## src/hdl/sib_pkg.sv

```systemverilog
// ----------------------------------------------------------------------------
// Sorted insert buffer package
// Request and status codes, stream field layout and the cell control type.
// ----------------------------------------------------------------------------
package sib_pkg;

    // Request kinds carried on s_tuser.
    localparam logic REQ_INSERT = 1'b0;
    localparam logic REQ_DUMP   = 1'b1;

    // Status codes carried on m_tuser.
    localparam logic [1:0] STAT_INSERTED = 2'd0;
    localparam logic [1:0] STAT_REJECTED = 2'd1;
    localparam logic [1:0] STAT_DUMPED   = 2'd2;
    localparam logic [1:0] STAT_EMPTY    = 2'd3;

    // Result field widths and the layout of m_tdata.
    localparam int VALUE_W  = 32;
    localparam int POS_W    = 5;
    localparam int COUNT_W  = 6;
    localparam int STATUS_W = 2;
    localparam int S_TDATA_W = 32;
    localparam int M_TDATA_W = 48;
    localparam int POS_LSB   = VALUE_W;
    localparam int COUNT_LSB = VALUE_W + POS_W;
    localparam int PAD_W     = M_TDATA_W - COUNT_LSB - COUNT_W;

    // A dump sends at most this many beats.
    localparam int MAX_RESULTS = 32;

    // Broadcast command to every cell of the chain.
    typedef struct packed {
        logic ins;   // insert the broadcast value in order
        logic rot;   // rotate the occupied cells one place toward the head
    } sib_cell_ctl_t;

endpackage

```

## src/hdl/sib_cell.sv

```systemverilog
// ----------------------------------------------------------------------------
// Sorted insert buffer cell
// One entry of the ordered chain: compares against the broadcast value and
// keeps its entry or takes the new value or the left, right or head entry.
// ----------------------------------------------------------------------------
module sib_cell
    import sib_pkg::*;
#(
    parameter int DATA_WIDTH = 32
) (
    input  logic                         aclk,
    input  logic                         aresetn,
    input  sib_cell_ctl_t                ctl,
    input  logic signed [DATA_WIDTH-1:0] ins_value,
    input  logic signed [DATA_WIDTH-1:0] left_value,
    input  logic                         left_gt,
    input  logic                         left_valid,
    input  logic signed [DATA_WIDTH-1:0] right_value,
    input  logic                         right_valid,
    input  logic signed [DATA_WIDTH-1:0] head_value,
    output logic signed [DATA_WIDTH-1:0] value,
    output logic                         gt,
    output logic                         valid
);

    logic signed [DATA_WIDTH-1:0] value_reg;
    logic signed [DATA_WIDTH-1:0] value_next;
    logic                         valid_reg;
    logic                         valid_next;

    // An empty cell counts as greater, so the marker is a thermometer code.
    assign gt    = !valid_reg || (value_reg > ins_value);
    assign value = value_reg;
    assign valid = valid_reg;

    always_comb begin
        value_next = value_reg;
        valid_next = valid_reg;
        if (ctl.ins) begin
            valid_next = left_valid;
            if (gt) begin
                value_next = left_gt ? left_value : ins_value;
            end
        end else if (ctl.rot && valid_reg) begin
            // The last occupied cell wraps around to the head entry.
            value_next = right_valid ? right_value : head_value;
        end
    end

    always_ff @(posedge aclk) begin
        if (!aresetn) begin
            valid_reg <= 1'b0;
        end else begin
            valid_reg <= valid_next;
        end
    end

    always_ff @(posedge aclk) begin
        value_reg <= value_next;
    end

endmodule

```

## src/hdl/sorted_insert_buffer.sv

```systemverilog
// ----------------------------------------------------------------------------
// Sorted insert buffer
// Keeps up to CAPACITY signed values in ascending order in a chain of cells.
// ----------------------------------------------------------------------------
// Usage:
// Requests arrive on the s_ stream. s_tuser selects insert or dump, and
// s_tdata carries the 32-bit signed value to insert. Results leave on the
// m_ stream: m_tuser holds the status, m_tdata the entry value, position
// and count, and m_tlast marks the final beat of each request.
// An insert is compared against every cell at once; the cells at and beyond
// the insertion point shift one place right in the same cycle. Its single
// status beat appears in the cycle after acceptance, so inserts run at one per
// cycle as long as the receiver keeps up. A full store rejects the value.
// A dump rotates the occupied cells toward the head, one cell per cycle while
// the receiver keeps up, and sends the head entry each step. The rotation
// restores the original order at the end; a dump emits at most 32 beats, and
// its first beat is registered after the state register enters the dump state.
// A dump of an empty store answers with one beat in the cycle after acceptance.
// Input is refused during a dump. When the receiver stalls, the output
// register holds its beat and the chain stops rotating until it is taken.
// Reset empties the store and clears the result channel's valid state.
// ----------------------------------------------------------------------------
module sorted_insert_buffer
    import sib_pkg::*;
#(
    parameter int CAPACITY   = 32,
    parameter int DATA_WIDTH = 32
) (
    input  logic                 aclk,
    input  logic                 aresetn,
    // Request channel
    input  logic                 s_tvalid,
    output logic                 s_tready,
    input  logic [S_TDATA_W-1:0] s_tdata,   // [31:0] value
    input  logic [0:0]           s_tuser,   // [0] req_type
    // Result channel
    output logic                 m_tvalid,
    input  logic                 m_tready,
    output logic [M_TDATA_W-1:0] m_tdata,   // [31:0] entry_value, [36:32] position,
                                            // [42:37] entry_count, [47:43] zero
    output logic [STATUS_W-1:0]  m_tuser,   // [1:0] status
    output logic                 m_tlast    // is_last
);

    localparam int CNT_W   = $clog2(CAPACITY + 1);
    localparam int MAX_OUT = (CAPACITY < MAX_RESULTS) ? CAPACITY : MAX_RESULTS;

    localparam logic S_IDLE = 1'b0;
    localparam logic S_DUMP = 1'b1;

    logic                          state_reg;
    logic                          state_next;
    logic [CNT_W-1:0]              count_reg;
    logic [CNT_W-1:0]              count_next;
    logic [CNT_W-1:0]              idx_reg;
    logic [CNT_W-1:0]              idx_next;
    logic [CNT_W-1:0]              nout_reg;
    logic [CNT_W-1:0]              nout_next;

    logic                          m_valid_reg;
    logic                          m_valid_next;
    logic [STATUS_W-1:0]           m_status_reg;
    logic [STATUS_W-1:0]           m_status_next;
    logic [VALUE_W-1:0]            m_value_reg;
    logic [VALUE_W-1:0]            m_value_next;
    logic [POS_W-1:0]              m_pos_reg;
    logic [POS_W-1:0]              m_pos_next;
    logic [COUNT_W-1:0]            m_count_reg;
    logic [COUNT_W-1:0]            m_count_next;
    logic                          m_last_reg;
    logic                          m_last_next;

    logic                          out_free;
    logic                          accept;
    logic                          full;
    logic signed [DATA_WIDTH-1:0]  ins_value;
    sib_cell_ctl_t                 ctl;

    logic signed [DATA_WIDTH-1:0]  cell_value [CAPACITY];
    logic                          cell_gt    [CAPACITY];
    logic                          cell_valid [CAPACITY];

    // The output register is free when empty or being drained this cycle.
    assign out_free  = !m_valid_reg || m_tready;
    assign s_tready  = (state_reg == S_IDLE) && out_free;
    assign accept    = s_tvalid && s_tready;
    assign full      = (count_reg == CNT_W'(CAPACITY));
    assign ins_value = DATA_WIDTH'($signed(s_tdata[VALUE_W-1:0]));

    assign ctl.ins = accept && (s_tuser[0] == REQ_INSERT) && !full;
    assign ctl.rot = (state_reg == S_DUMP) && out_free;

    // Chain of cells: cell 0 holds the smallest value.
    for (genvar i = 0; i < CAPACITY; i++) begin : g_cell
        logic signed [DATA_WIDTH-1:0] left_value;
        logic                         left_gt;
        logic                         left_valid;
        logic signed [DATA_WIDTH-1:0] right_value;
        logic                         right_valid;

        if (i == 0) begin : g_first
            assign left_value = ins_value;
            assign left_gt    = 1'b0;
            assign left_valid = 1'b1;
        end else begin : g_inner
            assign left_value = cell_value[i-1];
            assign left_gt    = cell_gt[i-1];
            assign left_valid = cell_valid[i-1];
        end

        if (i == CAPACITY - 1) begin : g_last
            assign right_value = cell_value[0];
            assign right_valid = 1'b0;
        end else begin : g_body
            assign right_value = cell_value[i+1];
            assign right_valid = cell_valid[i+1];
        end

        sib_cell #(
            .DATA_WIDTH (DATA_WIDTH)
        ) u_cell (
            .aclk        (aclk),
            .aresetn     (aresetn),
            .ctl         (ctl),
            .ins_value   (ins_value),
            .left_value  (left_value),
            .left_gt     (left_gt),
            .left_valid  (left_valid),
            .right_value (right_value),
            .right_valid (right_valid),
            .head_value  (cell_value[0]),
            .value       (cell_value[i]),
            .gt          (cell_gt[i]),
            .valid       (cell_valid[i])
        );
    end

    // Request sequencing and the result register.
    always_comb begin
        state_next    = state_reg;
        count_next    = count_reg;
        idx_next      = idx_reg;
        nout_next     = nout_reg;
        m_valid_next  = m_valid_reg && !m_tready;
        m_status_next = m_status_reg;
        m_value_next  = m_value_reg;
        m_pos_next    = m_pos_reg;
        m_count_next  = m_count_reg;
        m_last_next   = m_last_reg;

        if (accept) begin
            m_value_next = '0;
            m_pos_next   = '0;
            m_last_next  = 1'b1;
            if (s_tuser[0] == REQ_INSERT) begin
                m_valid_next = 1'b1;
                if (full) begin
                    m_status_next = STAT_REJECTED;
                    m_count_next  = COUNT_W'(count_reg);
                end else begin
                    count_next    = count_reg + CNT_W'(1);
                    m_status_next = STAT_INSERTED;
                    m_count_next  = COUNT_W'(count_reg + CNT_W'(1));
                end
            end else if (count_reg == '0) begin
                m_valid_next  = 1'b1;
                m_status_next = STAT_EMPTY;
                m_count_next  = '0;
            end else begin
                state_next = S_DUMP;
                idx_next   = '0;
                nout_next  = (count_reg > CNT_W'(MAX_OUT)) ? CNT_W'(MAX_OUT) : count_reg;
            end
        end else if (ctl.rot) begin
            // Each rotation step presents the next entry at the head cell.
            if (idx_reg < nout_reg) begin
                m_valid_next  = 1'b1;
                m_status_next = STAT_DUMPED;
                m_value_next  = VALUE_W'(cell_value[0]);
                m_pos_next    = POS_W'(idx_reg);
                m_count_next  = COUNT_W'(count_reg);
                m_last_next   = (idx_reg == nout_reg - CNT_W'(1));
            end
            idx_next = idx_reg + CNT_W'(1);
            if (idx_reg == count_reg - CNT_W'(1)) begin
                state_next = S_IDLE;
            end
        end
    end

    always_ff @(posedge aclk) begin
        if (!aresetn) begin
            state_reg   <= S_IDLE;
            count_reg   <= '0;
            idx_reg     <= '0;
            nout_reg    <= '0;
            m_valid_reg <= 1'b0;
        end else begin
            state_reg   <= state_next;
            count_reg   <= count_next;
            idx_reg     <= idx_next;
            nout_reg    <= nout_next;
            m_valid_reg <= m_valid_next;
        end
    end

    always_ff @(posedge aclk) begin
        m_status_reg <= m_status_next;
        m_value_reg  <= m_value_next;
        m_pos_reg    <= m_pos_next;
        m_count_reg  <= m_count_next;
        m_last_reg   <= m_last_next;
    end

    assign m_tvalid = m_valid_reg;
    assign m_tuser  = m_status_reg;
    assign m_tlast  = m_last_reg;
    assign m_tdata  = {{PAD_W{1'b0}}, m_count_reg, m_pos_reg, m_value_reg};

endmodule

```

## config.mk

```make
export PLATFORM = sky130hd
export DESIGN_NAME = sorted_insert_buffer
export DESIGN_NICKNAME = d
export VERILOG_FILES = /design/src/hdl/sib_pkg.sv /design/src/hdl/sib_cell.sv /design/src/hdl/sorted_insert_buffer.sv
export SDC_FILE = /design/constraint.sdc
export NUM_CORES = 2
export LEC_CHECK = 0
export BUFFER_PORTS_ARGS = -buffer_cell sky130_fd_sc_hd__buf_2
export CORE_MARGIN = 2
export CORE_UTILIZATION = 55
export DETAILED_ROUTE_END_ITERATION = 8
export PLACE_DENSITY_LB_ADDON = 0.08
export SLEW_MARGIN = 20
export SYNTH_ARGS = -nofsm -noshare
export SYNTH_HDL_FRONTEND = slang
export SYNTH_SLANG_ARGS = --single-unit
```

## constraint.sdc

```tcl
create_clock -name aclk -period 15.3 [get_ports aclk]
set_input_delay 1.53 -clock aclk [delete_from_list [all_inputs] [get_ports aclk]]
set_output_delay 1.53 -clock aclk [all_outputs]
set_load 0.02 [all_outputs]
```

==> summary.md <==
| Metric | Value |
|---|---|
| Static leakage | `roughly 40 nW` |
| Setup-failing EPs final | `0` |
| Final min period | `6.09 ns` |
| Pin count of the biggest net entering global routing | `196` |
| DP Area | `0.0918 mm²` |
| Worst-Margin Slew | `1.34 ns` |
| HPWL after DPL | `253000 µm` |
| DIE AREA | `0.165 mm²` |
| Max reg flops | `1024` |
| Yosys top cell area share | `34.7%` |
| CTS Buf Count | `139` |
| R2R cell count | `9` |
| Clk sinks | `1122` |
| Final WL | `371000 µm` |
| Crit-path max FO | `33` |
| Pre-antenna DRT Iters | `8` |
| H-tree levels | `4` |
| Post-synthesis sequential area ratio | `roughly 37%` |
| Core Region | `0.161 mm²` |
| FF-to-FF End | `g_cell[14].u_cell.value[31]` |
| PwrDens | `between 90 and 100 mW/mm²` |
| Fmax | `0.164 GHz` |
| Std-Cell Rows | `147` |
| Hold buffer count at CTS | `0` |
| Kind of critical path | `in2reg` |
| Ports | `90` |
| Number of flops mapped to enable cells by yosys | `1032` |
| Post-synth ARST share | `0%` |
| Total gr overflow | `0` |
| Crit-path slowest cell | `a22o_1` |
| Hold EP | `m_value_reg[15]` |
| Synth area leader | `edfxtp_1` |
| Critical path's largest stage delay | `a little under 0.9 ns` |
| RR Startpoint | `state_reg` |
| GPL Wtd Cong | `0.961` |
| Routed Antenna Nets | `0` |
| Die width | `407 µm` |
| Flops & latches, synth | `1122` |
| R2r setup slk | `10.06 ns` |
| Via count | `79601` |
| Netlist Area Pre-Place | `0.0892 mm²` |
| Hold Crit Class | `reg2reg` |
| Worst Skew | `around 0.033 ns` |
| Slew HR | `about a tenth` |
| Die Y | `about 410 µm` |
| Clock root cell | `clkbuf_16` |
| CP required | `15.78 ns` |
| Mapped Cells | `9034` |
| # port buffers | `84` |
| Yosys cell types | `80` |
| Initial DRC count | `10660` |
| Syn_area_per_cell | `9.87 µm²` |
| Layout cell share with drive strength beyond 1 | `8.53%` |
| Final Hold Fails | `0` |
| Hold Startpoint | `m_value_reg[15]` |
| RSZ-0062 raised after global routing | `no` |
| Routed vias/inst | `7.21` |
| Maximum VDD drop | `0.128 mV` |
| Total Routing Usage GR | `43.9%` |
| Status | `finished clean` |
| Most used DFF post-synth | `edfxtp_1` |
| Synth warn | `0` |
| Final core utilization | `59.9%` |
| Final nets | `9817` |
| Critical-path cell list | `buf_2 > buf_4 > inv_2 > buf_4 > buf_4 > ha_1 > nand4_1 > a2111oi_0 > or4_1 > a211oi_1 > nor2_4 > buf_4 > a22o_1 > buf_4` |
| Layout Cell Area excl Fill | `approximately 0.096 mm²` |
| Initial Utilization | `55.5%` |
| Synth top area cells | `edfxtp_1, ha_1, mux2i_1` |
| Clock Tree Buf Depth | `3` |
| Final worst-path cycle share | `39.8%` |
| Setup_tns | `0 ns` |
| Top cell by count, worst path | `buf_4` |
| Initial antenna violation count | `33` |
| Crit path launch type | `input pin` |
| Layout area overhead | `8.02%` |
| Worst-case hold slack | `0.485 ns` |
| DRC viols | `0` |
| CTS tree | `yes` |
| Mean routed wirelength per cell | `33.6 µm` |
| Pins Over Slew Limit | `0` |
| Vias in the first global route | `74513` |
| CTS-repair resized insts | `0` |
| Max-capacitance violation count | `0` |
| Worst Setup End Kind | `flop` |
| Post-CTS Setup Repair Bufs | `0` |
| Hold path cells | `2` |
| Total power | `roughly 8.8 mW` |
| Data arrival, critical path | `6.57 ns` |
| First-pass GRT wire length | `529000 µm` |
| Clock Latency Late Sink | `0.83 ns` |
| Clk pin slew, worst setup/hold paths | `approximately 0.06 ns` |
cells in the mapped netlist, types with 11 or more instances:
cell type and instances:
o211ai_1 58, o21a_1 30, ha_1 1034, a22o_1 57, and3_1 11, nand3_1 84
nor2b_1 895, o211a_1 25, mux2i_1 836, buf_2 96, o21ai_0 202, nor4_1 44
dfxtp_1 90, or3_1 37, buf_1 37, clkbuf_1 609, a21oi_1 1101, a21o_1 83
edfxtp_1 1032, nor2_1 197, a2111oi_0 21, inv_1 123, nor3_1 264, clkbuf_4 29
buf_4 14, a21boi_0 54, a211oi_1 1025, nand2_1 399, mux2_2 31, o221a_2 30
nand4_1 241, a221oi_1 56
per-layer routing:
metal / vias to the layer above / track usage, % / wire length, µm
met1: 38575 / 57.1 / 142000
met3: 1263 / 13.0 / 47700
li1: 34570 / - / -
met2: 5175 / 64.4 / 157000
met5: - / 0 / 129
met4: 18 / 26.0 / 25300
where the power goes:
part           internal, mW  switching, mW
Sequential             3.59          0.192
Combinational         0.564           1.13
Clock                  1.92           1.44
placed cells by master (no fill, tap or decap), types with 30 or more instances in the layout:
| master | n |
|---|---|
| a211oi_1 | 1020 |
| nand2_1 | 397 |
| ha_1 | 1034 |
| a21boi_0 | 53 |
| a21o_1 | 83 |
| mux2_2 | 31 |
| a22o_1 | 57 |
| or3_1 | 37 |
| a21oi_1 | 1100 |
| o21ai_0 | 199 |
| clkbuf_16 | 149 |
| inv_1 | 91 |
| nor4_1 | 39 |
| buf_4 | 263 |
| clkbuf_1 | 48 |
| a221oi_1 | 55 |
| o211ai_1 | 58 |
| buf_2 | 82 |
| nor2_1 | 159 |
| mux2i_1 | 836 |
| edfxtp_1 | 1032 |
| nand4_1 | 241 |
| o221a_2 | 30 |
| nor2b_1 | 895 |
| nand3_1 | 84 |
| dfxtp_1 | 61 |
| nor3_1 | 264 |
final cells by class:
class	count	area (µm²)
fillers	13716	64400
well taps	2160	2700
inverters	123	462
repair buffers	358	2650
multi-input cells	7002	53200
diodes	17	42.5
flip-flops and latches	1122	32800
clock inverters	47	352
clock buffers	212	4120
worst max-delay path, delay by kind of cell:
kind            cells  cell delay [ns]
compound gates      3             1.53
fa+ha+maj           1             0.37
buf+inv             7             2.25
simple gates        3             0.69
metrics by stage:
step / setup WS [ns] / std cells
2_1_floorplan: 8.29 / 9038
3_3_place_gp: 8.20 / 10759
3_5_place_dp: 8.37 / 10762
4_1_cts: 9.23 / 11021
5_1_grt: 9.14 / 11029
6_report: 9.21 / 11041
cell families after synthesis:
| logic type | count (synthesis) | synth area share [%] |
|---|---|---|
| other | 1 | 0.00420 |
| XOR/XNOR | 16 | 0.157 |
| buffers and inverters | 914 | 4.22 |
| multiplexers | 867 | 9.77 |
| flip-flops | 1122 | 36.8 |
| AO/OA/AOI/OAI | 2849 | 21.0 |
| AND/OR/NAND/NOR | 2231 | 13.6 |
| adder cells (fa/ha/maj) | 1034 | 14.5 |
worst max path at each step:
| stage | start | to | slack [ns] | cells past startpoint |
|---|---|---|---|---|
| 2_1_floorplan | s_tdata[11] | g_cell[0].u_cell.value[0] | 8.29 | 10 |
| 3_3_place_gp | s_tdata[11] | g_cell[3].u_cell.value[2] | 8.20 | 14 |
| 3_5_place_dp | s_tdata[25] | g_cell[21].u_cell.value[0] | 8.37 | 13 |
| 4_1_cts | s_tdata[25] | g_cell[21].u_cell.value[19] | 9.23 | 13 |
| 5_1_grt | s_tdata[25] | g_cell[12].u_cell.value[21] | 9.14 | 14 |
| 6_report | s_tdata[11] | g_cell[29].u_cell.value[21] | 9.21 | 14 |
Power figures use the tool's default switching activity.
